### src/rtl/rcpwm_pkg.sv
// ----------------------------------------------------------------------------
// rcpwm_pkg
// Shared types and constants for the rc pwm pulse width decoder.
// ----------------------------------------------------------------------------
package rcpwm_pkg;

  localparam int CHANNELS_DEF = 4;
  localparam int LEVELS_DEF   = 1024;

  // register map (index of the register, byte address is 4 * index)
  localparam logic [0:0] REG_NOMINAL_MAX = 1'b0;

  localparam logic [15:0] NOMINAL_RESET = 16'd4000;

  // n / 100 == (n * RECIP_K) >> RECIP_SH for every 16-bit n
  localparam logic [16:0] RECIP_K  = 17'd83887;
  localparam int          RECIP_SH = 23;

  localparam int TS_W    = 32;
  localparam int NOM_W   = 16;
  localparam int HALF_W  = 15;
  localparam int WIDTH_W = 16;
  localparam int LIMIT_W = 17;
  localparam int VAL_W   = 10;

  typedef enum logic [1:0] {
    OP_RISE    = 2'd0,
    OP_FALL    = 2'd1,
    OP_COMPUTE = 2'd2,
    OP_NONE    = 2'd3
  } opcode_t;

  typedef enum logic [2:0] {
    ST_IDLE,
    ST_CHECK,
    ST_LIMIT,
    ST_MULT,
    ST_START,
    ST_DIV,
    ST_DONE
  } state_t;

  typedef struct packed {
    logic busy;
    logic done;
  } div_status_t;

endpackage

### src/rtl/rc_pwm_pulse_width_decoder.sv
// ----------------------------------------------------------------------------
// rc_pwm_pulse_width_decoder
// Multi-channel rc pwm receiver: edge timestamps in, scaled stick values out.
// ----------------------------------------------------------------------------
// Rising and falling edge transactions store the timestamp for their
// channel. A compute transaction checks the pulse against the limit
// N + (N/100)*10; if it passes, the excess over N/2 is multiplied by
// LEVELS-1 into a DVD_W = 16 + log2(LEVELS) bit product, and a serial
// divider produces one quotient bit per cycle. A rejected compute gives no
// result, and an accepted one with N/2 of zero skips the divider.
// A compute that finds the output register still holding an untaken result
// waits until it is taken. The input is not ready while a compute runs.
// Results go through an output register, so a pending result does not stall
// edge transactions. A compute always clears both stored times of its
// channel; opcode three and channels at or above CHANNELS are ignored.
// ----------------------------------------------------------------------------
module rc_pwm_pulse_width_decoder #(
  parameter int CHANNELS = rcpwm_pkg::CHANNELS_DEF,
  parameter int LEVELS   = rcpwm_pkg::LEVELS_DEF
) (
  input  logic        clk,
  input  logic        rst_n,
  // input stream
  input  logic        in_tvalid,
  output logic        in_tready,
  input  logic [31:0] in_tdata,   // [31:0] timestamp
  input  logic [3:0]  in_tuser,   // [1:0] opcode, [3:2] channel
  // result stream
  output logic        out_tvalid,
  input  logic        out_tready,
  output logic [15:0] out_tdata,  // [9:0] channel_value, [15:10] zero
  output logic [1:0]  out_tuser,  // [1:0] out_channel
  // configuration
  input  logic        cfg_psel,
  input  logic        cfg_penable,
  input  logic        cfg_pwrite,
  input  logic [2:0]  cfg_paddr,
  input  logic [31:0] cfg_pwdata,
  output logic [31:0] cfg_prdata,
  output logic        cfg_pready
);

  localparam int CH_W   = (CHANNELS > 1) ? $clog2(CHANNELS) : 1;
  localparam int TOP_W  = $clog2(LEVELS);
  localparam int DVD_W  = rcpwm_pkg::WIDTH_W + TOP_W;
  localparam logic [TOP_W-1:0] TOP = TOP_W'(LEVELS - 1);

  rcpwm_pkg::state_t state_r, state_nxt;

  logic [rcpwm_pkg::TS_W-1:0]    rise_r [CHANNELS];
  logic [rcpwm_pkg::TS_W-1:0]    fall_r [CHANNELS];
  logic [rcpwm_pkg::NOM_W-1:0]   nominal_r;

  logic [rcpwm_pkg::TS_W-1:0]    t1_r, t1_nxt;
  logic [rcpwm_pkg::TS_W-1:0]    t2_r, t2_nxt;
  logic [1:0]                    ch_r, ch_nxt;
  logic                          gt_r, gt_nxt;
  logic [rcpwm_pkg::WIDTH_W-1:0] w_r, w_nxt;
  logic [32:0]                   recip_r, recip_nxt;
  logic [rcpwm_pkg::WIDTH_W-1:0] diff_r, diff_nxt;
  logic [DVD_W-1:0]              prod_r, prod_nxt;
  logic [TOP_W-1:0]              res_r, res_nxt;

  logic                          out_valid_r, out_valid_nxt;
  logic [1:0]                    out_ch_r, out_ch_nxt;
  logic [TOP_W-1:0]              out_val_r, out_val_nxt;

  rcpwm_pkg::opcode_t            in_op;
  logic [1:0]                    in_ch;
  logic [CH_W-1:0]               in_idx;
  logic                          in_ch_ok;
  logic                          in_acc;
  logic                          store_rise, store_fall, store_clear;

  logic [rcpwm_pkg::HALF_W-1:0]  half;
  logic [9:0]                    n_div100;
  logic [rcpwm_pkg::LIMIT_W-1:0] limit;
  logic [rcpwm_pkg::WIDTH_W-1:0] w_clamped;
  logic                          cfg_wr;

  logic                          div_start;
  rcpwm_pkg::div_status_t        div_status;
  logic [DVD_W-1:0]              div_quo;
  logic [31:0]                   val_ext;

  assign in_op    = rcpwm_pkg::opcode_t'(in_tuser[1:0]);
  assign in_ch    = in_tuser[3:2];
  assign in_idx   = CH_W'(in_ch);
  assign in_ch_ok = 5'(in_ch) < 5'(CHANNELS);
  assign in_tready = (state_r == rcpwm_pkg::ST_IDLE);
  assign in_acc   = in_tvalid && in_tready;

  assign store_rise  = in_acc && in_ch_ok && (in_op == rcpwm_pkg::OP_RISE);
  assign store_fall  = in_acc && in_ch_ok && (in_op == rcpwm_pkg::OP_FALL);
  assign store_clear = in_acc && in_ch_ok && (in_op == rcpwm_pkg::OP_COMPUTE);

  assign half     = nominal_r[rcpwm_pkg::NOM_W-1:1];
  assign n_div100 = recip_r[rcpwm_pkg::RECIP_SH +: 10];
  assign limit    = rcpwm_pkg::LIMIT_W'(nominal_r)
                  + rcpwm_pkg::LIMIT_W'({n_div100, 3'b000})
                  + rcpwm_pkg::LIMIT_W'({n_div100, 1'b0});
  assign w_clamped = (w_r < rcpwm_pkg::WIDTH_W'(half)) ? rcpwm_pkg::WIDTH_W'(half) : w_r;

  assign div_start = (state_r == rcpwm_pkg::ST_START);

  rcpwm_div #(
    .DVD_W (DVD_W),
    .DVS_W (rcpwm_pkg::HALF_W)
  ) u_div (
    .clk      (clk),
    .rst_n    (rst_n),
    .start    (div_start),
    .dividend (prod_r),
    .divisor  (half),
    .status   (div_status),
    .quotient (div_quo)
  );

  always_comb begin
    state_nxt     = state_r;
    t1_nxt        = t1_r;
    t2_nxt        = t2_r;
    ch_nxt        = ch_r;
    gt_nxt        = gt_r;
    w_nxt         = w_r;
    recip_nxt     = recip_r;
    diff_nxt      = diff_r;
    prod_nxt      = prod_r;
    res_nxt       = res_r;
    out_valid_nxt = out_valid_r;
    out_ch_nxt    = out_ch_r;
    out_val_nxt   = out_val_r;

    if (out_valid_r && out_tready) begin
      out_valid_nxt = 1'b0;
    end

    unique case (state_r)
      rcpwm_pkg::ST_IDLE: begin
        if (store_clear) begin
          t1_nxt    = rise_r[in_idx];
          t2_nxt    = fall_r[in_idx];
          ch_nxt    = in_ch;
          state_nxt = rcpwm_pkg::ST_CHECK;
        end
      end
      rcpwm_pkg::ST_CHECK: begin
        gt_nxt    = t2_r > t1_r;
        w_nxt     = rcpwm_pkg::WIDTH_W'(t2_r - t1_r);
        recip_nxt = nominal_r * rcpwm_pkg::RECIP_K;
        state_nxt = rcpwm_pkg::ST_LIMIT;
      end
      rcpwm_pkg::ST_LIMIT: begin
        diff_nxt = w_clamped - rcpwm_pkg::WIDTH_W'(half);
        if (!gt_r || (rcpwm_pkg::LIMIT_W'(w_r) > limit)) begin
          state_nxt = rcpwm_pkg::ST_IDLE;
        end else if (half == '0) begin
          res_nxt   = TOP;
          state_nxt = rcpwm_pkg::ST_DONE;
        end else begin
          state_nxt = rcpwm_pkg::ST_MULT;
        end
      end
      rcpwm_pkg::ST_MULT: begin
        prod_nxt  = diff_r * TOP;
        state_nxt = rcpwm_pkg::ST_START;
      end
      rcpwm_pkg::ST_START: begin
        state_nxt = rcpwm_pkg::ST_DIV;
      end
      rcpwm_pkg::ST_DIV: begin
        if (div_status.done) begin
          res_nxt   = (div_quo > DVD_W'(TOP)) ? TOP : div_quo[TOP_W-1:0];
          state_nxt = rcpwm_pkg::ST_DONE;
        end
      end
      rcpwm_pkg::ST_DONE: begin
        // wait for the output register to free up
        if (!out_valid_r || out_tready) begin
          out_valid_nxt = 1'b1;
          out_ch_nxt    = ch_r;
          out_val_nxt   = res_r;
          state_nxt     = rcpwm_pkg::ST_IDLE;
        end
      end
      default: begin
        state_nxt = rcpwm_pkg::ST_IDLE;
      end
    endcase
  end

  always_ff @(posedge clk) begin
    if (!rst_n) begin
      state_r     <= rcpwm_pkg::ST_IDLE;
      out_valid_r <= 1'b0;
    end else begin
      state_r     <= state_nxt;
      out_valid_r <= out_valid_nxt;
    end
  end

  always_ff @(posedge clk) begin
    t1_r      <= t1_nxt;
    t2_r      <= t2_nxt;
    ch_r      <= ch_nxt;
    gt_r      <= gt_nxt;
    w_r       <= w_nxt;
    recip_r   <= recip_nxt;
    diff_r    <= diff_nxt;
    prod_r    <= prod_nxt;
    res_r     <= res_nxt;
    out_ch_r  <= out_ch_nxt;
    out_val_r <= out_val_nxt;
  end

  // per-channel edge timestamps
  always_ff @(posedge clk) begin
    if (!rst_n) begin
      for (int i = 0; i < CHANNELS; i++) begin
        rise_r[i] <= '0;
        fall_r[i] <= '0;
      end
    end else begin
      if (store_rise) begin
        rise_r[in_idx] <= in_tdata;
      end
      if (store_fall) begin
        fall_r[in_idx] <= in_tdata;
      end
      if (store_clear) begin
        rise_r[in_idx] <= '0;
        fall_r[in_idx] <= '0;
      end
    end
  end

  // configuration register
  assign cfg_wr = cfg_psel && cfg_penable && cfg_pwrite && cfg_pready &&
                  (cfg_paddr[2] == rcpwm_pkg::REG_NOMINAL_MAX);

  always_ff @(posedge clk) begin
    if (!rst_n) begin
      nominal_r <= rcpwm_pkg::NOMINAL_RESET;
    end else if (cfg_wr) begin
      nominal_r <= cfg_pwdata[rcpwm_pkg::NOM_W-1:0];
    end
  end

  assign cfg_pready = 1'b1;
  assign cfg_prdata = (cfg_paddr[2] == rcpwm_pkg::REG_NOMINAL_MAX) ?
                      32'(nominal_r) : 32'd0;

  assign val_ext    = 32'(out_val_r);
  assign out_tvalid = out_valid_r;
  assign out_tuser  = out_ch_r;
  assign out_tdata  = {6'd0, val_ext[rcpwm_pkg::VAL_W-1:0]};

endmodule

### src/rtl/rcpwm_div.sv
// ----------------------------------------------------------------------------
// rcpwm_div
// Restoring serial divider, one quotient bit per cycle.
// ----------------------------------------------------------------------------
module rcpwm_div #(
  parameter int DVD_W = 26,
  parameter int DVS_W = 15
) (
  input  logic                     clk,
  input  logic                     rst_n,
  input  logic                     start,
  input  logic [DVD_W-1:0]         dividend,
  input  logic [DVS_W-1:0]         divisor,
  output rcpwm_pkg::div_status_t   status,
  output logic [DVD_W-1:0]         quotient
);

  localparam int CNT_W = $clog2(DVD_W + 1);

  logic [CNT_W-1:0] cnt_r, cnt_nxt;
  logic [DVS_W-1:0] rem_r, rem_nxt;
  logic [DVD_W-1:0] quo_r, quo_nxt;
  logic             busy_r, busy_nxt;
  logic             done_r, done_nxt;

  logic [DVS_W:0]   shifted;
  logic [DVS_W:0]   diff;
  logic             ge;

  assign shifted = {rem_r, quo_r[DVD_W-1]};
  assign ge      = shifted >= {1'b0, divisor};
  assign diff    = shifted - {1'b0, divisor};

  always_comb begin
    cnt_nxt  = cnt_r;
    rem_nxt  = rem_r;
    quo_nxt  = quo_r;
    busy_nxt = busy_r;
    done_nxt = 1'b0;
    if (start) begin
      cnt_nxt  = CNT_W'(DVD_W);
      rem_nxt  = '0;
      quo_nxt  = dividend;
      busy_nxt = 1'b1;
    end else if (busy_r) begin
      // remainder stays below the divisor, so it fits in DVS_W bits
      rem_nxt = ge ? diff[DVS_W-1:0] : shifted[DVS_W-1:0];
      quo_nxt = {quo_r[DVD_W-2:0], ge};
      cnt_nxt = cnt_r - CNT_W'(1);
      if (cnt_r == CNT_W'(1)) begin
        busy_nxt = 1'b0;
        done_nxt = 1'b1;
      end
    end
  end

  always_ff @(posedge clk) begin
    if (!rst_n) begin
      busy_r <= 1'b0;
      done_r <= 1'b0;
      cnt_r  <= '0;
    end else begin
      busy_r <= busy_nxt;
      done_r <= done_nxt;
      cnt_r  <= cnt_nxt;
    end
  end

  always_ff @(posedge clk) begin
    rem_r <= rem_nxt;
    quo_r <= quo_nxt;
  end

  assign status.busy = busy_r;
  assign status.done = done_r;
  assign quotient    = quo_r;

endmodule

### config.mk
export PLATFORM = sky130hd
export DESIGN_NAME = rc_pwm_pulse_width_decoder
export DESIGN_NICKNAME = d
export VERILOG_FILES = /design/src/rtl/rcpwm_pkg.sv /design/src/rtl/rc_pwm_pulse_width_decoder.sv /design/src/rtl/rcpwm_div.sv
export SDC_FILE = /design/constraint.sdc
export NUM_CORES = 1
export LEC_CHECK = 0
export BUFFER_PORTS_ARGS = -buffer_cell sky130_fd_sc_hd__clkbuf_2
export CAP_MARGIN = 20
export CORE_MARGIN = 5
export CORE_UTILIZATION = 55
export DETAILED_ROUTE_END_ITERATION = 10
export PLACE_DENSITY = 0.75
export SYNTH_ARGS = -nofsm -noshare
export SYNTH_HDL_FRONTEND = slang
export SYNTH_SLANG_ARGS = --single-unit
### constraint.sdc
create_clock -name clk -period 6.2 [get_ports clk]
set_input_delay 0.31 -clock clk [delete_from_list [all_inputs] [get_ports clk]]
set_output_delay 0.31 -clock clk [all_outputs]
set_load 0.005 [all_outputs]
Yosys cells after proc, flatten, opt, wreduce, memory -nomap -nowiden
Memory sizes are Yosys's and may differ from the RTL's. A register that Yosys moved wholly into a read port is not among the register bits.
Cells that the tools add are included.
{"block": "op_classes", "n_lt_le_gt_ge": 5, "reduce_logical": 25, "mul": 2, "addsub": 6, "eq_ne": 14, "n_mux": 43, "n_bitwise": 5}
{"cell": "32-bit two-way mux", "n": 4}
{"cell": "32-bit OR reduction", "n": 2}
{"cell": "26-bit two-way mux", "n": 2}
{"cell": "10-bit two-way mux", "n": 4}
{"cell": "16-bit by 17-bit multiplier with 33-bit output (second input constant)", "n": 1}
{"cell": "32-bit > comparator", "n": 1}
{"cell": "16-bit two-way mux", "n": 2}
{"cell": "26-bit by 10-bit > comparator with 1-bit output (second input constant)", "n": 1}
{"cell": "16-bit by 10-bit multiplier with 26-bit output (second input constant)", "n": 1}
{"cell": "3-bit case mux with 7 select lines", "n": 1}
{"cell": "10-bit case mux with 2 select lines", "n": 1}
{"cell": "1-bit two-way mux", "n": 19}
{"cell": "16-bit by 13-bit adder with 17-bit output", "n": 1}
{"cell": "17-bit by 11-bit adder with 17-bit output", "n": 1}
{"cell": "16-bit by 17-bit > comparator with 1-bit output", "n": 1}
{"cell": "16-bit by 15-bit greater-or-equal comparator with 1-bit output", "n": 1}
{"cell": "16-bit by 15-bit < comparator with 1-bit output", "n": 1}
{"cell": "16-bit by 15-bit subtractor with 16-bit output", "n": 1}
{"cell": "16-bit subtractor", "n": 1}
{"cell": "15-bit logical NOT", "n": 1}
{"cell": "15-bit two-way mux", "n": 1}
{"cell": "3-bit two-way mux", "n": 5}
{"cell": "15-bit subtractor", "n": 1}
{"cell": "5-bit two-way mux", "n": 2}
{"cell": "23 further kinds", "n": 44}
{"block": "totals", "mem_count": 2, "ff_bits": 184, "input_bits": 78, "elab_cells": 120, "out_inout_bits": 53, "mem_bits_rw": 256}
{"name": "fall_r", "words": 4, "width": 32, "rd": 1, "rd_ports_with_merged_regs": 1, "wr": 4, "line_no": "rc_pwm_pulse_width_decoder.sv:51", "text": "logic [rcpwm_pkg::TS_W-1:0] fall_r [CHANNELS];"}
{"name": "rise_r", "words": 4, "width": 32, "rd": 1, "rd_ports_with_merged_regs": 1, "wr": 4, "line_no": "rc_pwm_pulse_width_decoder.sv:50", "text": "logic [rcpwm_pkg::TS_W-1:0] rise_r [CHANNELS];"}

Longest topological paths before layout
{"block": "logic_depth", "depth_word": 9, "ltp_mapped": 23}

By module
Synthesis repeated with hierarchy kept, for this count alone.
{"block": "unflattened", "hier_cells": 2608, "area_unflattened_um2": 31272.5}
{"mod": "rc_pwm_pulse_width_decoder", "n_inst": 1, "seq_area_each_um2": 12802.3, "area_each_um2": 28434.8, "cells_per_inst": 2332}
{"mod": "rcpwm_div", "n_inst": 1, "seq_area_each_um2": 1221.2, "area_each_um2": 2837.7, "cells_per_inst": 276}

Worst setup path before layout
OpenSTA, ideal clock, no wires.
{"block": "synth_path", "path_kind": "flip-flop to flip-flop", "start": "register nominal_r[14] (netlist bit)", "end": "register recip_r[32], data pin", "path_stages_with_launch": 19, "slack_ns": 0.406, "arrival_time_ns": 5.535, "setup_time_ns": 0.260, "period_less_slack_ns": 5.794, "cell_sequence": "dfxtp_1 > inv_1 > ha_1 > fa_1 > fa_1 > inv_1 > fa_1 > fa_1 > fa_1 > ha_1 > a21o_1 > a211oi_1 > o22ai_1 > or3_1 > o211ai_2 > o211ai_1 > a31o_2 > a21oi_1 > xnor2_1"}
{"block": "synth_via", "elab_chain_cells": 1}
{"element": "start, declared", "line_no": "rc_pwm_pulse_width_decoder.sv:52", "text": "logic [rcpwm_pkg::NOM_W-1:0] nominal_r;"}
{"element": "start signal, assigned", "line_no": "rc_pwm_pulse_width_decoder.sv:243", "text": "nominal_r <= rcpwm_pkg::NOMINAL_RESET;"}
{"element": "start signal, assigned", "line_no": "rc_pwm_pulse_width_decoder.sv:245", "text": "nominal_r <= cfg_pwdata[rcpwm_pkg::NOM_W-1:0];"}
{"element": "16-bit by 17-bit multiplier with 33-bit output", "line_no": "rc_pwm_pulse_width_decoder.sv:150", "text": "recip_nxt = nominal_r * rcpwm_pkg::RECIP_K;"}
{"element": "end signal, assigned", "line_no": "rc_pwm_pulse_width_decoder.sv:208", "text": "recip_r <= recip_nxt;"}
{"element": "end, declared", "line_no": "rc_pwm_pulse_width_decoder.sv:59", "text": "logic [32:0] recip_r, recip_nxt;"}
No other way between the ends.
A chain may end at the register's enable or synchronous reset.

Worst setup path after layout
Same ends and word-level chain as after synthesis.

==> PnR_summary.wiki <==
{| class="wikitable"
! Metric !! Value
|-
| Outcome || finished clean
|-
| Hold Vio Cnt, Final || 0
|-
| Total routing usage reported by global routing || 0.234
|-
| Gp weighted congestion || 0.931
|-
| Synthesized instance count || 2636
|-
| Fin area || 0.0345 mm2
|-
| Die span in x || 248 um
|-
| Die Span Y || 248 um
|-
| Cell variety after synth || 77
|-
| Clock Latency Late Sink || 0.62 ns
|-
| Total number of placement rows || 87
|-
| Number of clock buffers inserted by TritonCTS || 49
|-
| Type of the worst setup path || reg2reg
|-
| Min-Delay Path Depth || 2
|-
| Most used routing layer || met2
|-
| Worst Clk Skew || 0.0559 ns
|-
| VDD IR max || 0.561 mV
|-
| Met1 track demand over resource || 0.307
|-
| Share of synthesized area occupied by flip-flops and latches || 0.451
|-
| HPWL Detailed || 51200 um
|-
| Count of nets left with antenna violations after detail routing || 0
|-
| Worst path arrival time || 6.31 ns
|-
| Leakage dissipation || 15.3 nW
|-
| Slew of the pin with the lowest slew margin || 1.08 ns
|-
| Cell taking the most area after synthesis || edfxtp_1
|-
| Total power density per cell area || 362 mW/mm2
|-
| Maximum clock path buffer count || 3
|-
| Number of buffers added on ports || 89
|-
| Global routing usage on met2 || 0.417
|-
| Initial core utilization || 0.553
|-
| Req. time, crit path || 6.57 ns
|-
| Main flop type after synthesis || edfxtp_1
|-
| Commonest cells after routing, fill and taps aside || edfxtp_1 (439), inv_1 (406), ha_1 (304), nor2_1 (281), nand2_1 (237)
|-
| Top-level port count || 131
|-
| Via count || 20074
|-
| Grt total ovfl || 0
|-
| Number of max-slew violations in the final report || 0
|-
| Netlist area before placement || 0.0311 mm2
|-
| Kind of end point of the critical path || flip-flop
|-
| Register bit total from synthesis || 481
|-
| Mean instance size in the synthesized netlist || 11.8 um2
|-
| Share of flip-flops with an asynchronous set or reset after synthesis || 0
|-
| Root Driver || clkbuf_16
|-
| Vias per inst || 5.58
|-
| Area share of the largest cell type after synthesis || 0.424
|-
| First-pass GRT wire length || 113000 um
|-
| Core box area || 0.0562 mm2
|-
| Relative area change from synthesis to final layout || 11.2%
|-
| Drt pass-1 iters || 6
|-
| Finished Layout Cells || 3596
|-
| Number of antenna violations at the first check in global routing || 1
|-
| Drt initial violations || 1516
|-
| Proportion of layout cells with a drive suffix above 1 || 0.125
|-
| Total number of clock tree sinks || 481
|-
| Setup violators final || 0
|-
| Pin count of the biggest net entering global routing || 54
|-
| Final routed wirelength across all metal layers || 70900 um
|-
| Die footprint || 0.0613 mm2
|-
| Highest net fanout along the worst path || 9
|-
| Launching element type of the critical path || flip-flop
|-
| Final period util || 0.958
|-
| Maximum clock rate || 168 MHz
|-
| Total Nets Final || 3375
|-
| Clock transition at the registers of the reported paths || 0.07 ns
|-
| Standard cell area after detailed placement || 0.0326 mm2
|-
| Yosys warns || 0
|-
| Clock tree from TritonCTS || done
|-
| Cell Count Post-Placement || 3474
|-
| Total of max-cap violations || 0
|-
| Detailed-route wire length per cell || 19.7 um
|-
| Fraction of met3 tracks used by global routing || 0.0274
|-
| Clock period minus final worst setup slack || 5.94 ns
|-
| Via count of the first global-routing pass || 21286
|-
| Final routed DRC violation total || 0
|-
| Maximum level of the CTS H-tree || 2
|-
| Logic depth of the worst register-to-register path || 19
|-
| Relative max-transition margin || 0.276
|-
| Area contributors post-synth || edfxtp_1 (42%), ha_1 (12%), fa_1 (12%), inv_1 (4.9%), mux4_2 (4.6%)
|-
| Hold WC Path Type || in2reg
|-
| Post-synth EDFFs || 439
|-
| Most common library cell in the layout ignoring fill and taps || edfxtp_1
|}
-- critical path: stages, from the launching register on --
cell and delay, ns:
dfxtp_2 0.35, buf_6 0.16, inv_1 0.07, ha_1 0.34, fa_1 0.50, fa_1 0.55
inv_1 0.06, fa_1 0.51, fa_1 0.52, fa_1 0.50, ha_1 0.32, a21o_1 0.17
a211oi_2 0.23, o22ai_2 0.15, or3_1 0.38, o211ai_2 0.22, o211ai_1 0.13, a31o_2 0.27
a21oi_1 0.17, xnor2_1 0.07
-- layer usage --
layer	share of wire	routed length [um]
met1	0.40	28600
met2	0.52	36600
met3	0.057	4030
met4	0.023	1650
met5	0.000099	7
-- cells in the mapped netlist (all sizes together), types with 9 or more instances --
cell,n
xnor2,53
inv,409
and2,43
nor2b,20
fa,191
buf,35
nand2b,21
or3,10
a21o,38
nand4,17
o21a,15
mux2,14
a211oi,9
nor3,22
clkbuf,53
nand3,22
nor4,10
o211ai,10
mux4,64
a21oi,68
nand2,244
o21ai,54
xor2,20
and3,9
dfxtp,42
a21boi,23
edfxtp,439
nor2,283
ha,306
mux2i,12
-- path summary, 6_finish.rpt --
| check | slack, ns | to | startpoint |
|---|---|---|---|
| worst max register to register | 0.26 | recip_r[32] | nominal_r[14] |
| worst max-delay path | 0.26 | recip_r[32] | nominal_r[14] |
| worst min-delay path | 0.03 | rise_r[3][30] | in_tdata[30] |
| worst min register to register | 0.44 | out_val_r[0] | res_r[0] |
-- per-stage QoR --
stage / hold WS, ns / power [mW] / TNS (ns) / setup slack, ns / utilization
2_1_floorplan: 0.400 / 8.23 / 0 / 0.406 / -
3_3_place_gp: 0.435 / 9.27 / 0 / 0.169 / 0.580
3_5_place_dp: 0.411 / 9.47 / 0 / 0.0799 / 0.580
4_1_cts: 0.000732 / 12.5 / 0 / 0.0618 / 0.611
5_1_grt: 0.0279 / 13.5 / -0.0123 / -0.0123 / 0.615
6_report: 0.0282 / 12.5 / 0 / 0.261 / 0.615
-- logic make-up after synthesis --
logic type,synth area share
adder cells (fa/ha/maj),0.246
other,0.000242
AO/OA/AOI/OAI,0.0607
XOR/XNOR,0.0206
multiplexers,0.0553
AND/OR/NAND/NOR,0.102
buffers and inverters,0.0632
flip-flops,0.451
-- power by group --
group / switching (mW) / internal [mW]
clock: 1.28 / 1.66
sequential: 0.0710 / 3.93
combinational: 3.12 / 2.43
total: 4.47 / 8.02
-- sequential cells by signal, summed over array words and instances, names as in the netlist, 2 cells and up --
signal          count
ch_r                2
diff_r             16
fall_r            128
nominal_r          16
out_tuser           2
out_val_r          10
prod_r             26
recip_r            10
res_r              10
rise_r            128
state_r             3
t1_r               32
t2_r               32
u_div.cnt_r         5
u_div.quotient     26
u_div.rem_r        15
w_r                16
-- area by class of cell --
type,instances,area [um2]
tap,756,946
sequential,481,14000
multi-input combinational,1679,15300
fill,4395,21600
inverter,409,1540
clock inverter,31,308
clock buffer,59,1280
timing repair buffer,180,1170
antenna,1,2.50
-- timing repair --
item,in CTS,in global routing
setup buffers,0,15
hold endpoints to repair,16,0
gates resized for setup,0,20
setup endpoints to repair,0,10
hold buffers,16,0
(Power assumes the default switching activity.)
